--- src/hw/rtl/pecu_pkg.sv ---
`timescale 1ns / 1ps
// ----------------------------------------------------------------------------
// pecu_pkg
// Shared types and codes for the easing curve pipeline: per-stage multiply
// operations, operand selects and constant codes.
// ----------------------------------------------------------------------------
package pecu_pkg;

  localparam int NMUL = 5;

  // operand A select
  localparam logic [1:0] A_R = 2'd0;
  localparam logic [1:0] A_X = 2'd1;
  localparam logic [1:0] A_H = 2'd2;
  localparam logic [1:0] A_K = 2'd3;

  // operand B select
  localparam logic B_X = 1'b0;
  localparam logic B_R = 1'b1;

  // multiplier constant codes
  localparam logic [2:0] K_HALF  = 3'd0;
  localparam logic [2:0] K_NHALF = 3'd1;
  localparam logic [2:0] K_C7    = 3'd2;
  localparam logic [2:0] K_S1    = 3'd3;
  localparam logic [2:0] K_S2P1  = 3'd4;

  // post-add constant codes
  localparam logic [3:0] C_ZERO = 4'd0;
  localparam logic [3:0] C_ONE  = 4'd1;
  localparam logic [3:0] C_NONE = 4'd2;
  localparam logic [3:0] C_TWO  = 4'd3;
  localparam logic [3:0] C_NTWO = 4'd4;
  localparam logic [3:0] C_S    = 4'd5;
  localparam logic [3:0] C_NS   = 4'd6;
  localparam logic [3:0] C_S2   = 4'd7;
  localparam logic [3:0] C_NS2  = 4'd8;
  localparam logic [3:0] C_B1   = 4'd9;
  localparam logic [3:0] C_B2   = 4'd10;
  localparam logic [3:0] C_B3   = 4'd11;
  localparam logic [3:0] C_IB1  = 4'd12;
  localparam logic [3:0] C_IB2  = 4'd13;
  localparam logic [3:0] C_IB3  = 4'd14;
  localparam logic [3:0] C_HALF = 4'd15;

  typedef struct packed {
    logic       en;
    logic [1:0] a_sel;
    logic       b_sel;
    logic       to_h;
    logic       neg;
    logic [2:0] kc;
    logic [3:0] ac;
  } op_t;

  typedef op_t [NMUL-1:0] prog_t;

  function automatic op_t mk_op(input logic [1:0] a, input logic b, input logic th,
                                input logic ng, input logic [2:0] kc,
                                input logic [3:0] ac);
    op_t o;
    o.en    = 1'b1;
    o.a_sel = a;
    o.b_sel = b;
    o.to_h  = th;
    o.neg   = ng;
    o.kc    = kc;
    o.ac    = ac;
    return o;
  endfunction

endpackage

--- src/hw/rtl/pecu_sat.sv ---
`timescale 1ns / 1ps
// ----------------------------------------------------------------------------
// pecu_sat
// Output stage: clamp to -0.5 .. 1.5 and hold the word for the consumer.
// ----------------------------------------------------------------------------
module pecu_sat
  import pecu_pkg::*;
#(
  parameter int FRAC_BITS = 16
) (
  input  logic                        clk,
  input  logic                        rst,
  input  logic                        in_valid,
  output logic                        in_ready,
  input  logic signed [FRAC_BITS+5:0] r_in,
  output logic                        out_valid,
  input  logic                        out_ready,
  output logic signed [17:0]          eased
);

  localparam int W  = FRAC_BITS + 6;
  localparam int OW = (W > 18) ? W : 18;
  localparam longint HALF_L = (longint'(1) <<< FRAC_BITS) / 2;
  localparam logic signed [W-1:0] LO = W'(-HALF_L);
  localparam logic signed [W-1:0] HI = W'(3 * HALF_L);

  logic signed [W-1:0]  sat;
  logic signed [OW-1:0] ext;

  assign in_ready = !out_valid || out_ready;

  always_comb begin
    if (r_in < LO)      sat = LO;
    else if (r_in > HI) sat = HI;
    else                sat = r_in;
    ext = OW'(sat);
  end

  always_ff @(posedge clk) begin
    if (rst) begin
      out_valid <= 1'b0;
    end else if (in_ready) begin
      out_valid <= in_valid;
    end
  end

  always_ff @(posedge clk) begin
    if (in_ready && in_valid) begin
      eased <= ext[17:0];
    end
  end

endmodule

--- config.mk ---
export PLATFORM = sky130hd
export DESIGN_NAME = pecu_sat
export DESIGN_NICKNAME = d
export VERILOG_FILES = /design/src/hw/rtl/pecu_pkg.sv /design/src/hw/rtl/pecu_sat.sv
export SDC_FILE = /design/constraint.sdc
export NUM_CORES = 1
export LEC_CHECK = 0
export BUFFER_PORTS_ARGS = -buffer_cell sky130_fd_sc_hd__buf_2
export CAP_MARGIN = 20
export CORE_MARGIN = 3
export CORE_UTILIZATION = 41
export CTS_CLUSTER_SIZE = 24
export DETAILED_ROUTE_END_ITERATION = 10
export GPL_ROUTABILITY_DRIVEN = 0
export PLACE_DENSITY = 0.76
export REMOVE_ABC_BUFFERS = 1
export SLEW_MARGIN = 30
export SYNTH_ARGS = -nofsm -noshare
export SYNTH_HDL_FRONTEND = slang
export SYNTH_SLANG_ARGS = --single-unit
--- constraint.sdc ---
create_clock -name clk -period 1.97 [get_ports clk]
set_input_delay 0.197 -clock clk [delete_from_list [all_inputs] [get_ports clk]]
set_output_delay 0.197 -clock clk [all_outputs]
set_load 0.02 [all_outputs]
==> impl_metrics.yaml <==
status:
  outcome: "finished clean"
final_layout:
  drive_above_1_share: 0.5957
  diodes: 0
  fillCellCount: 159
  num-nets-final: 121
  areaGrowthSynthToFinish_pct: 34.03
synth:
  synth_edf_count: 18
  synth_area_leaders: "edfxtp_1, a21boi_1, a21boi_0, dfxtp_1, a211o_4"
  avgSynthCellArea_um2: 16.66
  synth_area_leader_cell: "edfxtp_1"
  async_reset_ff_frac: 0
  yosysWarnings: 0
  synth-main-ff-cell: "edfxtp_1"
  yosysSeqAreaShare: 0.7157
  synth_seq_cells: 19
  synth_top_cell_area_share: 0.6901
  netlist_area_um2: 783.3
  synth_cell_type_count: 17
  yosys-top-cells-count: "edfxtp_1, a21boi_1, a21boi_0"
  synth.most_common_cell: "edfxtp_1"
  synthCells: 47
floorplan:
  dieArea_um2: 2471
  die_w_um: 49.71
  die_h_um: 49.71
  core-area_um2: 1764
  boundaryPins: 46
  fp-row-count: 15
  start_util: 0.4440
cts:
  cts_resized: 0
  clock-sinks: 19
  cts_root_buf: "clkbuf_4"
  clkLatencyLatePin_ps: 290
  cts_tree: "yes"
  h-tree-depth: 1
  postCtsSetupBuffers: 0
  cts_hold_buf: 0
  clkTransAtPathRegs_ps: 100
  cts.path.max_buffers: 2
  cts_made_buffers: 3
placed_design:
  io_buffers: 45
  dp_hpwl_mm: 1.169
grt:
  grt.total_usage: 0.1236
  grt_max_degree: 19
  grt_remaining_overflow: 0
  grt_pass1_vias: 573
  antenna_found_initial: 0
  grt_pass1_wl_mm: 2.318
timing:
  clock_skew_ps: 6.063
  min_period_over_period: 0.6690
  fmax_ghz: 0.7587
  tns_ps: 0
  slew-limit-headroom: 0.6025
  rsz0062_at_grt: "false"
  report.final.slew_viol_count: 0
  tightest_slew_ps: 594.5
  setup_violations: 0
  min_period_ps: 1318
  hold_viol: 0
pwr:
  ir_drop_uv: 327.8
  total_power_mw: 0.7509
  p_leak_nw: 0.4458
  cellPowerDensity_nw_per_um2: 715.3
drt:
  viasPerCell: 4.731
  drtIter0Drc: 2
  top_layer: "met4"
  wl_met1_um: 556
  wl_mm: 1.494
  vias: 563
  wl_met2_um: 801
  dr.pass1.iters: 4
  wire_per_inst_um: 12.55
  ant_nets: 0
  routed-wl-met3_um: 126
  drc: 0
run:
  max-cap-violations: 0
critical_path:
  crit_type: "in2reg"
  worstPathArrival_ps: 1440
  cp-start-kind: "input port"
  worst_setup_path_end_kind: "flip-flop"
  reg2reg_depth: 3
  critPathRequiredTime_ps: 2090
  cp_max_fo: 15
worst_hold_path:
  hp-class: "in2reg"
  hold-path-cell-count: 2
[where the power goes]
group	internal (mW)	total (mW)	switching (mW)
Combinational	0.0413	0.0974	0.0561
Sequential	0.462	0.467	0.00484
Clock	0.0754	0.187	0.111
Total	0.579	0.751	0.172
[logic make-up after synthesis]
group | share of synthesized area
AO/OA/AOI/OAI | 0.1773
buffers and inverters | 0.03673
flip-flops | 0.7157
AND/OR/NAND/NOR | 0.07030
[final timing paths]
| check | endpoint | start | slack [ps] |
|---|---|---|---|
| max | eased[3] | r_in[21] | 650 |
| min | out_valid | rst | 50 |
| max reg2reg | eased[6] | out_valid | 850 |
| min reg2reg | out_valid | out_valid | 540 |
[cells in the final DEF (no fill, tap or decap), drive strengths merged]
cell	netlist	routed
a211o	1	1
a21boi	15	15
a21oi	1	1
and2	1	1
and4	1	1
buf	1	46
clkbuf	1	3
clkinv	0	1
dfxtp	1	1
edfxtp	18	18
inv	1	1
nand2b	1	1
nand4	1	1
or3	2	2
or4	1	1
[cell type report]
class / instances / area [µm²] / share of cell area
Sequential cell: 19 / 560.5 / 0.5340
Timing Repair Buffer: 46 / 232.7 / 0.2217
Multi-Input combinational cell: 24 / 193.9 / 0.1847
Tap cell: 25 / 31.28 / 0.02980
Clock buffer: 3 / 22.52 / 0.02145
Clock inverter: 1 / 5.005 / 0.004768
Inverter: 1 / 3.754 / 0.003576
[flip-flops by register name, summed over array words and instances (netlist names)]
signal / flops
out_valid: 1
eased: 18
[metal layers]
metal | GRT usage | vias to the layer above
met5 | 0 | -
met4 | 0.04147 | 0
met3 | 0.04230 | 2
met2 | 0.2291 | 29
met1 | 0.1277 | 256
li1 | - | 276
[critical path: stages]
cell	delay, ps
buf_2	110
or4_4	540
a211o_4	400
a21boi_0	180
[stage by stage]
stage	std cells	setup slack, ps	hold slack (ps)	area, µm²	util
2_1_floorplan	44	460.1	266.1	758.2	-
3_3_place_gp	115	399.8	351.4	1022	0.5794
3_5_place_dp	115	343.1	364.1	1022	0.5794
4_1_cts	119	648.6	46.15	1050	0.5950
5_1_grt	119	579.3	28.71	1050	0.5950
6_report	119	652.0	47.25	1050	0.5950
Power figures use the tool's default switching activity.
