`src/hw/rtl/pecu_pkg.sv`:
```
`timescale 1ns / 1ps
// ----------------------------------------------------------------------------
// pecu_pkg
// Shared types and codes for the easing curve pipeline: per-stage multiply
// operations, operand selects and constant codes.
// ----------------------------------------------------------------------------
package pecu_pkg;

  localparam int NMUL = 5;

  // operand A select
  localparam logic [1:0] A_R = 2'd0;
  localparam logic [1:0] A_X = 2'd1;
  localparam logic [1:0] A_H = 2'd2;
  localparam logic [1:0] A_K = 2'd3;

  // operand B select
  localparam logic B_X = 1'b0;
  localparam logic B_R = 1'b1;

  // multiplier constant codes
  localparam logic [2:0] K_HALF  = 3'd0;
  localparam logic [2:0] K_NHALF = 3'd1;
  localparam logic [2:0] K_C7    = 3'd2;
  localparam logic [2:0] K_S1    = 3'd3;
  localparam logic [2:0] K_S2P1  = 3'd4;

  // post-add constant codes
  localparam logic [3:0] C_ZERO = 4'd0;
  localparam logic [3:0] C_ONE  = 4'd1;
  localparam logic [3:0] C_NONE = 4'd2;
  localparam logic [3:0] C_TWO  = 4'd3;
  localparam logic [3:0] C_NTWO = 4'd4;
  localparam logic [3:0] C_S    = 4'd5;
  localparam logic [3:0] C_NS   = 4'd6;
  localparam logic [3:0] C_S2   = 4'd7;
  localparam logic [3:0] C_NS2  = 4'd8;
  localparam logic [3:0] C_B1   = 4'd9;
  localparam logic [3:0] C_B2   = 4'd10;
  localparam logic [3:0] C_B3   = 4'd11;
  localparam logic [3:0] C_IB1  = 4'd12;
  localparam logic [3:0] C_IB2  = 4'd13;
  localparam logic [3:0] C_IB3  = 4'd14;
  localparam logic [3:0] C_HALF = 4'd15;

  typedef struct packed {
    logic       en;
    logic [1:0] a_sel;
    logic       b_sel;
    logic       to_h;
    logic       neg;
    logic [2:0] kc;
    logic [3:0] ac;
  } op_t;

  typedef op_t [NMUL-1:0] prog_t;

  function automatic op_t mk_op(input logic [1:0] a, input logic b, input logic th,
                                input logic ng, input logic [2:0] kc,
                                input logic [3:0] ac);
    op_t o;
    o.en    = 1'b1;
    o.a_sel = a;
    o.b_sel = b;
    o.to_h  = th;
    o.neg   = ng;
    o.kc    = kc;
    o.ac    = ac;
    return o;
  endfunction

endpackage

```
`src/hw/rtl/pecu_mul_stage.sv`:
```
`timescale 1ns / 1ps
// ----------------------------------------------------------------------------
// pecu_mul_stage
// One pipeline stage: a floored fixed-point multiply with negate and
// post-add, as selected by this stage's operation word.
// ----------------------------------------------------------------------------
module pecu_mul_stage
  import pecu_pkg::*;
#(
  parameter int FRAC_BITS = 16,
  parameter int IDX       = 0
) (
  input  logic                        clk,
  input  logic                        rst,
  input  logic                        in_valid,
  output logic                        in_ready,
  input  logic signed [FRAC_BITS+5:0] r_in,
  input  logic signed [FRAC_BITS+5:0] x_in,
  input  logic signed [FRAC_BITS+5:0] h_in,
  input  prog_t                       prog_in,
  output logic                        out_valid,
  input  logic                        out_ready,
  output logic signed [FRAC_BITS+5:0] r,
  output logic signed [FRAC_BITS+5:0] x,
  output logic signed [FRAC_BITS+5:0] h,
  output prog_t                       prog
);

  localparam int W = FRAC_BITS + 6;
  localparam longint ONE_L  = longint'(1) <<< FRAC_BITS;
  localparam longint HALF_L = ONE_L / 2;
  localparam longint C7_L   = ((longint'(121) <<< FRAC_BITS) + 8) / 16;
  localparam longint S_L    = ((longint'(170158) <<< FRAC_BITS) + 50000) / 100000;
  localparam longint S2_L   =
    ((longint'(259490950) <<< FRAC_BITS) + 50000000) / 100000000;
  localparam longint B1_L   = ((longint'(3) <<< FRAC_BITS) + 2) / 4;
  localparam longint B2_L   = ((longint'(15) <<< FRAC_BITS) + 8) / 16;
  localparam longint B3_L   = ((longint'(63) <<< FRAC_BITS) + 32) / 64;

  op_t                   op;
  logic signed [W-1:0]   a, b, kval, aval, q, res, r_next, h_next;
  logic signed [2*W-1:0] prod;

  assign op       = prog_in[IDX];
  assign in_ready = !out_valid || out_ready;

  always_comb begin
    case (op.kc)
      K_HALF:  kval = W'(HALF_L);
      K_NHALF: kval = W'(-HALF_L);
      K_C7:    kval = W'(C7_L);
      K_S1:    kval = W'(S_L + ONE_L);
      K_S2P1:  kval = W'(S2_L + ONE_L);
      default: kval = '0;
    endcase
    case (op.ac)
      C_ONE:   aval = W'(ONE_L);
      C_NONE:  aval = W'(-ONE_L);
      C_TWO:   aval = W'(2 * ONE_L);
      C_NTWO:  aval = W'(-2 * ONE_L);
      C_S:     aval = W'(S_L);
      C_NS:    aval = W'(-S_L);
      C_S2:    aval = W'(S2_L);
      C_NS2:   aval = W'(-S2_L);
      C_B1:    aval = W'(B1_L);
      C_B2:    aval = W'(B2_L);
      C_B3:    aval = W'(B3_L);
      C_IB1:   aval = W'(ONE_L - B1_L);
      C_IB2:   aval = W'(ONE_L - B2_L);
      C_IB3:   aval = W'(ONE_L - B3_L);
      C_HALF:  aval = W'(HALF_L);
      default: aval = '0;
    endcase
    case (op.a_sel)
      A_R:     a = r_in;
      A_X:     a = x_in;
      A_H:     a = h_in;
      default: a = kval;
    endcase
    b      = (op.b_sel == B_R) ? r_in : x_in;
    prod   = (2*W)'(a) * (2*W)'(b);
    q      = W'(prod >>> FRAC_BITS);
    res    = (op.neg ? -q : q) + aval;
    r_next = r_in;
    h_next = h_in;
    if (op.en) begin
      if (op.to_h) h_next = res;
      else         r_next = res;
    end
  end

  always_ff @(posedge clk) begin
    if (rst) begin
      out_valid <= 1'b0;
    end else if (in_ready) begin
      out_valid <= in_valid;
    end
  end

  always_ff @(posedge clk) begin
    if (in_ready && in_valid) begin
      r    <= r_next;
      x    <= x_in;
      h    <= h_next;
      prog <= prog_in;
    end
  end

endmodule

```
`config.mk`:
```
export PLATFORM = sky130hd
export DESIGN_NAME = pecu_mul_stage
export DESIGN_NICKNAME = d
export VERILOG_FILES = /design/src/hw/rtl/pecu_pkg.sv /design/src/hw/rtl/pecu_mul_stage.sv
export SDC_FILE = /design/constraint.sdc
export NUM_CORES = 1
export LEC_CHECK = 0
export ABC_AREA = 0
export BUFFER_PORTS_ARGS = -buffer_cell sky130_fd_sc_hd__buf_2
export CAP_MARGIN = 25
export CORE_MARGIN = 3
export CORE_UTILIZATION = 50
export CTS_CLUSTER_DIAMETER = 200
export DETAILED_ROUTE_END_ITERATION = 16
export PLACE_DENSITY = 0.77
export SYNTH_ARGS = -nofsm -noshare
export SYNTH_HDL_FRONTEND = slang
export SYNTH_SLANG_ARGS = --single-unit
```
`constraint.sdc`:
```
create_clock -name clk -period 32.4 [get_ports clk]
set_input_delay 1.62 -clock clk [delete_from_list [all_inputs] [get_ports clk]]
set_output_delay 1.62 -clock clk [all_outputs]
set_load 0.005 [all_outputs]
```
==> results.md <==
* Vias in the first global route at 20600
* List of most frequent post-synthesis cells: sky130_fd_sc_hd__inv_1 (500), sky130_fd_sc_hd__fa_1 (442), sky130_fd_sc_hd__nand2_1 (383)
* Arrival time at the worst endpoint at 14.48 ns
* Clk Tree Root Cell: sky130_fd_sc_hd__clkbuf_16
* Area Overhead vs Synth at 11.7%
* CTS tree: yes
* Met2 capacity usage during global routing at 0.521
* Overflow left after global routing at 0
* Number of flops mapped to enable cells by yosys at 131
* Post-Route Setup TNS at 0 ns
* Drt first-iter violations at 1656
* TritonCTS Buffers at 17
* Final min period at 14.34 ns
* CTS H-tree lvls at 4
* Worst Path Max Fanout at 36
* Routed wire length at 77000 um
* Crit path kind: in2reg
* Final GP Congestion at 0.991
* Worst R2R End: prog[44]$_DFFE_PP_
* Port Buf Inserts at 267
* DIE AREA at 48800 um^2
* WL/cell at 23.2 um
* Number of cell rows at 78
* Number of synthesized register bits at 132
* Overall fraction of global-route tracks in use at 0.318
* Post-Synthesis Net Count at 3194
* Total via count after detailed routing at 19200
* Min-Delay Path Depth at 2
* Global-route wire length before repair at 118000 um
* Total setup buffers inserted after CTS at 0
* Count of cells along the worst register-to-register path at 4
* Crit end category: flip-flop
* Antenna viol nets, final at 0
* Kind of path behind the tightest hold check: reg2reg
* Quantity of hold-fixing buffers added after cts at 0
* Post-synthesis sequential area ratio at 0.171
* Top-area cell type share of the netlist area at 0.383
* Most used standard cell by instance count after synthesis: sky130_fd_sc_hd__inv_1
* Drt first pass iters at 8
* Share of synthesized flip-flops with an asynchronous set or reset at 0
* Boundary Pins at 268
* Starting utilization of the core area at 0.508
* Maximum clock frequency at 69.7 MHz
* Via density per instance at 5.77
* Final Hold Vio Count at 0
* Synthesized instance count at 2472
* Die width at 221 um
* Crit path buf inv count at 6
* Reg-to-Reg Start: out_valid$_SDFFE_PP0N_
* Maximum count of clock buffers along a single path at 2
* Total setup violations reported at the end of the flow at 0
* Number of antenna violations at the first check in global routing at 5
* Setup repair after global routing missed its margin: no
* DRC violations left at 0
* Detailed placer's ending HPWL at 62900 um
* Stage delay of the slowest cell on the critical path at 0.84 ns
* Later-pin clock latency in the skew report at 0.48 ns
* Pin count of the biggest net entering global routing at 85
* Req. time, crit path at 32.54 ns
* Source of the critical timing path: prog_in[11]
* Final critical-path share of the clock period at 0.443
* Netlist cell types at 70
* Worst min-delay path endpoint: out_valid$_SDFFE_PP0N_
* Cell type with the highest aggregate area in the netlist: sky130_fd_sc_hd__fa_1
* Clock sink total at 132
* Number of violations of the max-capacitance limit at 0
* Hold slack at 0.560 ns
* GRT met1 Usage at 0.390
* Number of cells upsized or downsized after cts at 0
* Standard cell core area at 45500 um^2
* Layer carrying the most global-route usage: met2
* Critical Path Most Common Cell: sky130_fd_sc_hd__fa_1
* Worst Clk Skew at 0.0388 ns
* Worst slew margin at 0.237
* Hold path start: out_valid$_SDFFE_PP0N_
* Top cells by area, synth: sky130_fd_sc_hd__fa_1 (38%), sky130_fd_sc_hd__edfxtp_1 (17%), sky130_fd_sc_hd__inv_1 (8.1%)
* Clock transition time at the flip-flop clock pins of the worst setup and hold paths at 0.06 ns
* Register-to-register setup slack at 30.33 ns
* Count of synthesis-stage warnings from yosys at 0
* Post-Synthesis Cell Area at 23100 um^2
* Met3 layer usage reported by global route at 0.0756
* Worst path slowest cell: sky130_fd_sc_hd__a21oi_1
* Max-slew violations at 0
* Die Ht at 221 um
* Share of final-layout standard cells stronger than drive strength 1 at 0.148
* Type of origin of the critical path: primary input
* Status: complete, no violations
* Cell family contributing the most delay on the critical path: compound AO/OA/AOI/OAI gates
* Slew at the pin with the worst max-slew slack at 1.14 ns
* Syn Area/Cell at 9.35 um^2
* Most used DFF post-synth: sky130_fd_sc_hd__edfxtp_1
* Net count, final at 3422
[layer usage]
metal,up-vias,share of wire
li1,8141,-
met1,9535,0.36
met2,1193,0.47
met3,283,0.10
met4,2,0.065
met5,-,0.00017
[worst register-to-register path: cells and delay by family (launching register included)]
family,cells,cell delay (ns)
flops,1,0.32
simple gates,2,0.72
buf+inv,2,0.65
[layout by cell type, fill, tap and decap left out, types with 6 or more instances in the layout]
cell                        instances
sky130_fd_sc_hd__nand2_1          383
sky130_fd_sc_hd__nor2b_1           19
sky130_fd_sc_hd__inv_1            500
sky130_fd_sc_hd__a211oi_1          14
sky130_fd_sc_hd__xor2_1            26
sky130_fd_sc_hd__o31ai_1            7
sky130_fd_sc_hd__nor2_1           228
sky130_fd_sc_hd__clkbuf_16         17
sky130_fd_sc_hd__fa_1             442
sky130_fd_sc_hd__mux2_2            30
sky130_fd_sc_hd__or2_2              6
sky130_fd_sc_hd__nand2b_1          16
sky130_fd_sc_hd__buf_2            267
sky130_fd_sc_hd__and2_1            17
sky130_fd_sc_hd__a21oi_1           47
sky130_fd_sc_hd__mux2i_2            7
sky130_fd_sc_hd__edfxtp_1         131
sky130_fd_sc_hd__nand3b_1           7
sky130_fd_sc_hd__o21a_1            11
sky130_fd_sc_hd__xnor2_1           54
sky130_fd_sc_hd__a21o_1            21
sky130_fd_sc_hd__nand4_1            6
sky130_fd_sc_hd__ha_1             145
sky130_fd_sc_hd__or3_1              7
sky130_fd_sc_hd__a31oi_1            6
sky130_fd_sc_hd__inv_6              6
sky130_fd_sc_hd__o21bai_1          11
sky130_fd_sc_hd__o21ai_0           76
sky130_fd_sc_hd__nor3_1            19
sky130_fd_sc_hd__nand3_1           17
sky130_fd_sc_hd__buf_4             34
sky130_fd_sc_hd__mux2i_1           20
sky130_fd_sc_hd__o21ai_1           10
sky130_fd_sc_hd__nor4_1            13
[sequential cells by signal, indices dropped and copies added, names as in the netlist]
register and cells:
out_valid 1, x 22, prog 65, h 22, r 22
[final cells by class]
class | instances | area [um^2]
Fill cell | 3982 | 19700
Multi-Input combinational cell | 1741 | 16900
Sequential cell | 132 | 3950
Inverter | 501 | 1880
Timing Repair Buffer | 307 | 1690
Tap cell | 600 | 751
Clock buffer | 17 | 425
Clock inverter | 15 | 163
Antenna cell | 4 | 10.0
[worst max path at each step]
stage / to / cells past startpoint
finish: r[21]$_DFFE_PP_ / 42
detailed placement: r[21]$_DFFE_PP_ / 42
floorplan: h[21]$_DFFE_PP_ / 48
global route: h[21]$_DFFE_PP_ / 42
CTS: r[21]$_DFFE_PP_ / 42
global placement: h[21]$_DFFE_PP_ / 42
[stage by stage]
stage	instances	util	instance area, um^2	setup slack (ns)
after floorplan	2472	-	23100	19.04
after detailed placement	3272	0.552	25100	17.92
after CTS	3304	0.565	25700	18.38
after global routing	3315	0.567	25800	17.20
after global placement	3270	0.551	25100	18.32
final	3317	0.568	25800	18.06
[cells by family (layout without fill, tap and decap cells)]
group,Yosys count,count (layout),synth area share
other,0,4,0
and+or+nand+nor,754,754,0.139
buffers and inverters,599,840,0.0975
DFF,132,132,0.171
muxes,59,59,0.0273
xor gates and xnor gates,81,81,0.0313
AOI/OAI and AO/OA,260,260,0.0730
adders and majority gates,587,587,0.461
Power is left out: the tool's default activity adds up to more than one toggle a clock period on the data nets, which glitch-free logic cannot reach.
