$ cat src/hw/rtl/pecu_pkg.sv
`timescale 1ns / 1ps
// ----------------------------------------------------------------------------
// pecu_pkg
// Shared types and codes for the easing curve pipeline: per-stage multiply
// operations, operand selects and constant codes.
// ----------------------------------------------------------------------------
package pecu_pkg;

  localparam int NMUL = 5;

  // operand A select
  localparam logic [1:0] A_R = 2'd0;
  localparam logic [1:0] A_X = 2'd1;
  localparam logic [1:0] A_H = 2'd2;
  localparam logic [1:0] A_K = 2'd3;

  // operand B select
  localparam logic B_X = 1'b0;
  localparam logic B_R = 1'b1;

  // multiplier constant codes
  localparam logic [2:0] K_HALF  = 3'd0;
  localparam logic [2:0] K_NHALF = 3'd1;
  localparam logic [2:0] K_C7    = 3'd2;
  localparam logic [2:0] K_S1    = 3'd3;
  localparam logic [2:0] K_S2P1  = 3'd4;

  // post-add constant codes
  localparam logic [3:0] C_ZERO = 4'd0;
  localparam logic [3:0] C_ONE  = 4'd1;
  localparam logic [3:0] C_NONE = 4'd2;
  localparam logic [3:0] C_TWO  = 4'd3;
  localparam logic [3:0] C_NTWO = 4'd4;
  localparam logic [3:0] C_S    = 4'd5;
  localparam logic [3:0] C_NS   = 4'd6;
  localparam logic [3:0] C_S2   = 4'd7;
  localparam logic [3:0] C_NS2  = 4'd8;
  localparam logic [3:0] C_B1   = 4'd9;
  localparam logic [3:0] C_B2   = 4'd10;
  localparam logic [3:0] C_B3   = 4'd11;
  localparam logic [3:0] C_IB1  = 4'd12;
  localparam logic [3:0] C_IB2  = 4'd13;
  localparam logic [3:0] C_IB3  = 4'd14;
  localparam logic [3:0] C_HALF = 4'd15;

  typedef struct packed {
    logic       en;
    logic [1:0] a_sel;
    logic       b_sel;
    logic       to_h;
    logic       neg;
    logic [2:0] kc;
    logic [3:0] ac;
  } op_t;

  typedef op_t [NMUL-1:0] prog_t;

  function automatic op_t mk_op(input logic [1:0] a, input logic b, input logic th,
                                input logic ng, input logic [2:0] kc,
                                input logic [3:0] ac);
    op_t o;
    o.en    = 1'b1;
    o.a_sel = a;
    o.b_sel = b;
    o.to_h  = th;
    o.neg   = ng;
    o.kc    = kc;
    o.ac    = ac;
    return o;
  endfunction

endpackage

$ cat src/hw/rtl/pecu_decode.sv
`timescale 1ns / 1ps
// ----------------------------------------------------------------------------
// pecu_decode
// Clamps progress, forms the curve base value and registers the list of
// multiply operations that the following stages carry out.
// ----------------------------------------------------------------------------
module pecu_decode
  import pecu_pkg::*;
#(
  parameter int FRAC_BITS = 16
) (
  input  logic                      clk,
  input  logic                      rst,
  input  logic                      in_valid,
  output logic                      in_ready,
  input  logic [4:0]                mode,
  input  logic [16:0]               progress,
  output logic                      out_valid,
  input  logic                      out_ready,
  output logic signed [FRAC_BITS+5:0] r,
  output logic signed [FRAC_BITS+5:0] x,
  output prog_t                     prog
);

  localparam int W  = FRAC_BITS + 6;
  localparam int PW = (W > 17) ? W : 17;
  localparam longint ONE_L  = longint'(1) <<< FRAC_BITS;
  localparam longint O6_L   = ((longint'(6) <<< FRAC_BITS) + 5) / 11;
  localparam longint O9_L   = ((longint'(9) <<< FRAC_BITS) + 5) / 11;
  localparam longint O21_L  = ((longint'(21) <<< FRAC_BITS) + 11) / 22;

  localparam logic signed [W-1:0] ONE   = W'(ONE_L);
  localparam logic signed [W-1:0] TWO   = W'(2 * ONE_L);
  localparam logic signed [W-1:0] THREE = W'(3 * ONE_L);
  localparam logic signed [W+3:0] LIM4  = (W+4)'(4 * ONE_L);
  localparam logic signed [W+3:0] LIM8  = (W+4)'(8 * ONE_L);
  localparam logic signed [W+3:0] LIM10 = (W+4)'(10 * ONE_L);

  localparam logic [2:0] FAM_QUAD   = 3'd0;
  localparam logic [2:0] FAM_CUBIC  = 3'd1;
  localparam logic [2:0] FAM_QUART  = 3'd2;
  localparam logic [2:0] FAM_QUINT  = 3'd3;
  localparam logic [2:0] FAM_BACK   = 3'd4;
  localparam logic [2:0] FAM_BOUNCE = 3'd5;
  localparam logic [2:0] FAM_LINEAR = 3'd6;

  localparam logic [1:0] FM_IN    = 2'd0;
  localparam logic [1:0] FM_OUT   = 2'd1;
  localparam logic [1:0] FM_INOUT = 2'd2;

  logic [PW-1:0]       pz;
  logic signed [W-1:0] k, k2, tb, r_next, x_next;
  logic signed [W+3:0] t11;
  logic [2:0]          fam, n, lo, hi;
  logic [1:0]          form;
  logic                inv, half2, sel2;
  op_t                 rx;
  prog_t               prog_next;

  assign in_ready = !out_valid || out_ready;

  always_comb begin
    pz = PW'(progress);
    k  = (pz > PW'(ONE_L)) ? ONE : W'(pz);
    k2 = k <<< 1;

    case (mode) inside
      [5'd1:5'd3]:   fam = FAM_QUAD;
      [5'd4:5'd6]:   fam = FAM_CUBIC;
      [5'd7:5'd9]:   fam = FAM_QUART;
      [5'd10:5'd12]: fam = FAM_QUINT;
      [5'd13:5'd15]: fam = FAM_BACK;
      [5'd16:5'd18]: fam = FAM_BOUNCE;
      default:       fam = FAM_LINEAR;
    endcase
    case (mode) inside
      5'd1, 5'd4, 5'd7, 5'd10, 5'd13, 5'd16: form = FM_IN;
      5'd2, 5'd5, 5'd8, 5'd11, 5'd14, 5'd17: form = FM_OUT;
      default:                               form = FM_INOUT;
    endcase

    n         = fam + 3'd2;
    rx        = mk_op(A_R, B_X, 1'b0, 1'b0, K_HALF, C_ZERO);
    prog_next = '0;
    r_next    = k;
    x_next    = k;
    lo        = 3'd0;
    hi        = 3'd0;
    inv       = 1'b0;
    half2     = 1'b0;
    sel2      = 1'b0;
    tb        = k;
    t11       = '0;

    case (fam)
      FAM_QUAD, FAM_CUBIC, FAM_QUART, FAM_QUINT: begin
        case (form)
          FM_IN: begin
            lo = 3'd0;
            hi = n - 3'd2;
          end
          FM_OUT: begin
            if (fam == FAM_QUAD) begin
              r_next = TWO - k;
            end else begin
              x_next = k - ONE;
              r_next = k - ONE;
              hi     = n - 3'd2;
            end
          end
          default: begin
            if (k2 < ONE) begin
              x_next = k2;
              r_next = k2;
              lo     = 3'd1;
              hi     = n - 3'd1;
            end else if (fam == FAM_QUAD) begin
              r_next = k2 - ONE;
              x_next = k2 - THREE;
            end else begin
              x_next = k2 - TWO;
              r_next = k2 - TWO;
              hi     = n - 3'd2;
            end
          end
        endcase
        for (int i = 0; i < NMUL; i++) begin
          if (3'(i) >= lo && 3'(i) <= hi) prog_next[i] = rx;
        end
        case (form)
          FM_OUT: begin
            if (fam != FAM_QUAD) begin
              prog_next[hi].ac  = C_ONE;
              prog_next[hi].neg = (fam == FAM_QUART);
            end
          end
          FM_INOUT: begin
            if (k2 < ONE) begin
              prog_next[0] = mk_op(A_K, B_X, 1'b0, 1'b0, K_HALF, C_ZERO);
            end else if (fam == FAM_QUAD) begin
              prog_next[0].ac = C_NONE;
              prog_next[1]    = mk_op(A_K, B_R, 1'b0, 1'b0, K_NHALF, C_ZERO);
            end else begin
              prog_next[hi].ac = n[0] ? C_TWO : C_NTWO;
              prog_next[hi + 3'd1] = mk_op(A_K, B_R, 1'b0, 1'b0,
                                           n[0] ? K_HALF : K_NHALF, C_ZERO);
            end
          end
          default: ;
        endcase
      end
      FAM_BACK: begin
        sel2 = (form == FM_INOUT);
        case (form)
          FM_IN:   half2 = 1'b0;
          FM_OUT:  half2 = 1'b1;
          default: half2 = !(k2 < ONE);
        endcase
        if (form == FM_INOUT) x_next = half2 ? (k2 - TWO) : k2;
        else                  x_next = half2 ? (k - ONE) : k;
        r_next = x_next;
        prog_next[0] = mk_op(A_X, B_X, 1'b1, 1'b0, K_HALF, C_ZERO);
        prog_next[1] = mk_op(A_K, B_X, 1'b0, 1'b0, sel2 ? K_S2P1 : K_S1,
                             half2 ? (sel2 ? C_S2 : C_S) : (sel2 ? C_NS2 : C_NS));
        prog_next[2] = mk_op(A_H, B_R, 1'b0, 1'b0, K_HALF,
                             half2 ? (sel2 ? C_TWO : C_ONE) : C_ZERO);
        if (sel2) prog_next[3] = mk_op(A_K, B_R, 1'b0, 1'b0, K_HALF, C_ZERO);
      end
      FAM_BOUNCE: begin
        case (form)
          FM_IN: begin
            tb  = ONE - k;
            inv = 1'b1;
          end
          FM_OUT: tb = k;
          default: begin
            half2 = !(k2 < ONE);
            tb    = half2 ? (k2 - ONE) : (ONE - k2);
            inv   = !half2;
          end
        endcase
        t11 = (W+4)'(tb) * (W+4)'(11);
        prog_next[0] = mk_op(A_K, B_X, 1'b0, 1'b0, K_C7, C_ZERO);
        if (t11 < LIM4) begin
          x_next = tb;
          prog_next[1] = mk_op(A_R, B_X, 1'b0, inv, K_HALF, inv ? C_ONE : C_ZERO);
        end else if (t11 < LIM8) begin
          x_next = tb - W'(O6_L);
          prog_next[1] = mk_op(A_R, B_X, 1'b0, inv, K_HALF, inv ? C_IB1 : C_B1);
        end else if (t11 < LIM10) begin
          x_next = tb - W'(O9_L);
          prog_next[1] = mk_op(A_R, B_X, 1'b0, inv, K_HALF, inv ? C_IB2 : C_B2);
        end else begin
          x_next = tb - W'(O21_L);
          prog_next[1] = mk_op(A_R, B_X, 1'b0, inv, K_HALF, inv ? C_IB3 : C_B3);
        end
        if (form == FM_INOUT)
          prog_next[2] = mk_op(A_K, B_R, 1'b0, 1'b0, K_HALF, half2 ? C_HALF : C_ZERO);
      end
      default: ;
    endcase
  end

  always_ff @(posedge clk) begin
    if (rst) begin
      out_valid <= 1'b0;
    end else if (in_ready) begin
      out_valid <= in_valid;
    end
  end

  always_ff @(posedge clk) begin
    if (in_ready && in_valid) begin
      r    <= r_next;
      x    <= x_next;
      prog <= prog_next;
    end
  end

endmodule

$ cat config.mk
export PLATFORM = sky130hd
export DESIGN_NAME = pecu_decode
export DESIGN_NICKNAME = d
export VERILOG_FILES = /design/src/hw/rtl/pecu_pkg.sv /design/src/hw/rtl/pecu_decode.sv
export SDC_FILE = /design/constraint.sdc
export NUM_CORES = 1
export LEC_CHECK = 0
export BUFFER_PORTS_ARGS = -buffer_cell sky130_fd_sc_hd__buf_2
export CAP_MARGIN = 40
export CORE_MARGIN = 2
export CORE_UTILIZATION = 55
export DETAILED_ROUTE_END_ITERATION = 10
export PLACE_DENSITY = 0.78
export RECOVER_POWER = 100
export SETUP_SLACK_MARGIN = 0.15
export SYNTH_ARGS = -nofsm -noshare
export SYNTH_HDL_FRONTEND = slang
export SYNTH_SLANG_ARGS = --single-unit
$ cat constraint.sdc
create_clock -name clk -period 12.85 [get_ports clk]
set_input_delay 1.285 -clock clk [delete_from_list [all_inputs] [get_ports clk]]
set_output_delay 1.285 -clock clk [all_outputs]
set_load 0.05 [all_outputs]
==> out/results.ini <==
[worst_hold_path]
min_path_type = register to register
hold_depth = 2

[critical_path]
cp_max_fo = 53
endpoint_kind = register
r2r-end = r[11]
crit_end = x[0]
r2r_slack_ns = 8.34
startpoint = mode[2]
criticalPathCategory = input port to register
crit_path_start_kind = input port
crit_required_ns = 12.89
crit-reg2reg-launch = out_valid
ff2ff_path_depth = 3
cp.arrival_ns = 9.96

[global_routing]
grt_pass1_wl_um = 41000
grt_use_total = 0.312
grt_pass1_vias = 7635
grt_max_degree = 71
overflow = 0
grt_antenna_before_repair = 0

[layout]
diodes = 0
finalNonFillerCells = 1264
num-nets-final = 1175
design_area_um2 = 9280
synthToLayoutAreaGrowth_pct = 8.96
drive_gt1_frac = 0.0743

[synthesis]
synth.distinct_cells = 88
syn_inst = 979
synth_top_area_share = 0.303
synth-main-ff-cell = edfxtp_1
synth.avg_cell_area_um2 = 8.70
netlist_top_cells_area = edfxtp_1 (30%), ha_1 (9.3%), nor2_1 (3.8%), o21ai_0 (3.6%), a21oi_1 (3.5%)
yosysWarningCount = 0
synth_edf_count = 86
yosysSeqAreaShare = 0.306
synth_most_common_cell = nor2_1
synthArstFlopShare = 0
syn_area_um2 = 8520
synth_common_cells = nor2_1 (87), edfxtp_1 (86), nand2_1 (77)
synth-seq-cells = 87
synth_top_area_cell = edfxtp_1

[timing]
min_period_ns = 9.92
rsz0062_at_grt = no
worstMarginPinSlew_ns = 3.73
setup_viol_count_final = 0
finClkSkew_ns = 0.00892
hold_viol = 0
max_slew_margin = -1.49
max_freq_ghz = 0.101
holdWs_ns = 0.519
drv_slew = 157
fin_crit_sh = 0.772
tns_ns = 0

[power]
internal_power_mw = 0.736
leakagePower_nw = 3.56
switching_share = 0.484
power_switching_mw = 0.692
pwr-share-clk = 0.173
pwr-share-seq = 0.250
combPwrFrac = 0.577
powerDensity_nw_per_um2 = 154
ir_worst_vdd_mv = 0.0792

[floorplanning]
die_h_um = 128
rows = 45
floorplan.initialDensity = 0.562
die_x_um = 128
dieArea_um2 = 16500
core_area_um2 = 15100
io_pins = 137

[clock_network]
cts.sinks = 87
cts_tree = yes
htree_levels = 3
insertion_delay_ns = 0.35
cts-root-buf = clkbuf_16
hold_buffers = 0
clk_path_buf_depth = 2
cts_buffers = 9
cts_resized = 0
cts.clk_slew.worst_paths_ns = 0.06
post_cts_buffers = 0

[placement]
gp_congestion = 0.975
dpl.hpwl_um = 19000
port_buffers = 122
place_area_um2 = 9180
dp.cells = 1248

[detailed_routing]
drt-initial-drc-count = 1297
ant_nets = 0
wl_per_cell_um = 20.7
avgViaCountPerCell = 6.70
drtPass1Iterations = 7
drc = 0
wl_um = 26200
vias = 8473

[status]
status = finished, violations left
violations = max-capacitance violations, max-slew violations

[run]
drv_cap = 3

[how the worst min path moves through the flow]
stage / from / end / slack, ns
finish: out_valid / out_valid / 0.52
detailed placement: out_valid / out_valid / 0.51
CTS: out_valid / out_valid / 0.53
floorplan: out_valid / out_valid / 1.11
global route: out_valid / out_valid / 0.56
global placement: out_valid / out_valid / 0.51
[cells in the final DEF, fill, tap and decap left out, drive strengths merged, types with 6 or more instances in the layout]
master | netlist | routed
fa | 15 | 15
o21a | 6 | 6
a2111oi | 7 | 7
nor3 | 39 | 39
and2 | 8 | 8
nor2b | 19 | 19
and3 | 9 | 9
or2 | 8 | 8
mux2i | 7 | 7
inv | 38 | 39
nand2b | 16 | 16
a221oi | 12 | 12
o31ai | 10 | 10
nor4 | 14 | 14
nand2 | 77 | 77
o221ai | 10 | 10
a21oi | 60 | 60
clkinv | 2 | 6
a22oi | 16 | 16
clkbuf | 41 | 111
xnor2 | 26 | 26
nor2 | 87 | 87
o21ai | 67 | 67
o22ai | 19 | 19
a221o | 7 | 7
conb | 2 | 34
a211oi | 14 | 14
o211ai | 8 | 8
buf | 48 | 36
nand4 | 10 | 10
a31oi | 12 | 12
or3 | 10 | 10
nand3 | 19 | 19
ha | 63 | 63
edfxtp | 86 | 86
xor2 | 11 | 11
a41oi | 7 | 7
a21o | 7 | 7
[cells by family (layout without fill, tap and decap cells)]
logic type / count (synthesis) / count (layout) / share of synthesized area
AO/OA/AOI/OAI: 310 / 310 / 0.255
adder cells (fa/ha/maj): 78 / 78 / 0.128
other: 2 / 34 / 0.000882
multiplexers: 7 / 7 / 0.00823
buffers and inverters: 129 / 194 / 0.0704
XOR/XNOR: 37 / 37 / 0.0380
AND/OR/NAND/NOR: 329 / 329 / 0.194
flip-flops: 87 / 87 / 0.306
[worst max-delay path, stage by stage]
cell and delay, ns:
clkbuf_1 0.49, xor2_1 0.21, a221oi_1 0.57, nor3_4 0.08, buf_4 0.27, inv_1 1.13, nor2_1 0.36, a21oi_1 0.82
ha_1 0.36, inv_1 0.07, fa_1 0.41, inv_1 0.08, ha_1 0.28, o21a_1 0.23, o221a_2 0.25, o211ai_1 0.20
and2_0 0.16, o221ai_1 0.38, nand2_1 0.18, clkbuf_1 0.83, nor2_1 0.42, nor2_1 0.22, a21oi_1 0.09, o21ai_0 0.36
o31ai_1 0.19
[flip-flops by register name, summed over array words and instances (netlist names)]
name,flops
out_valid,1
prog,45
r,19
x,22
[area by class of cell]
cell class / count / area (µm²)
clock buffer: 9 / 225
sequential: 87 / 2600
multi-input combinational: 795 / 5430
fill: 1391 / 5870
clock inverter: 7 / 48.8
timing repair buffer: 138 / 593
inverter: 40 / 150
tap: 188 / 235
[routing by layer]
metal  GRT usage  routed length, µm
met1       0.447              10700
met5           0                  0
met4       0.118                970
met2       0.483              11400
met3      0.0432               3100
[per-stage QoR]
stage	total power [mW]	setup WS (ns)	utilization
2_1_floorplan	0.986	4.72	-
3_3_place_gp	1.16	3.85	0.604
3_5_place_dp	1.17	3.71	0.606
4_1_cts	1.42	4.05	0.624
5_1_grt	1.51	2.25	0.613
6_report	1.43	2.93	0.613
[power by group through the flow]
stage / Clock, mW / Sequential, mW / Combinational, mW
after floorplan: 0 / 0.455 / 0.532
after global placement: 0 / 0.361 / 0.800
after detailed placement: 0 / 0.361 / 0.809
after CTS: 0.248 / 0.355 / 0.816
after global routing: 0.260 / 0.360 / 0.894
final: 0.247 / 0.357 / 0.824
No activity file was read; power rests on OpenSTA's default activity.
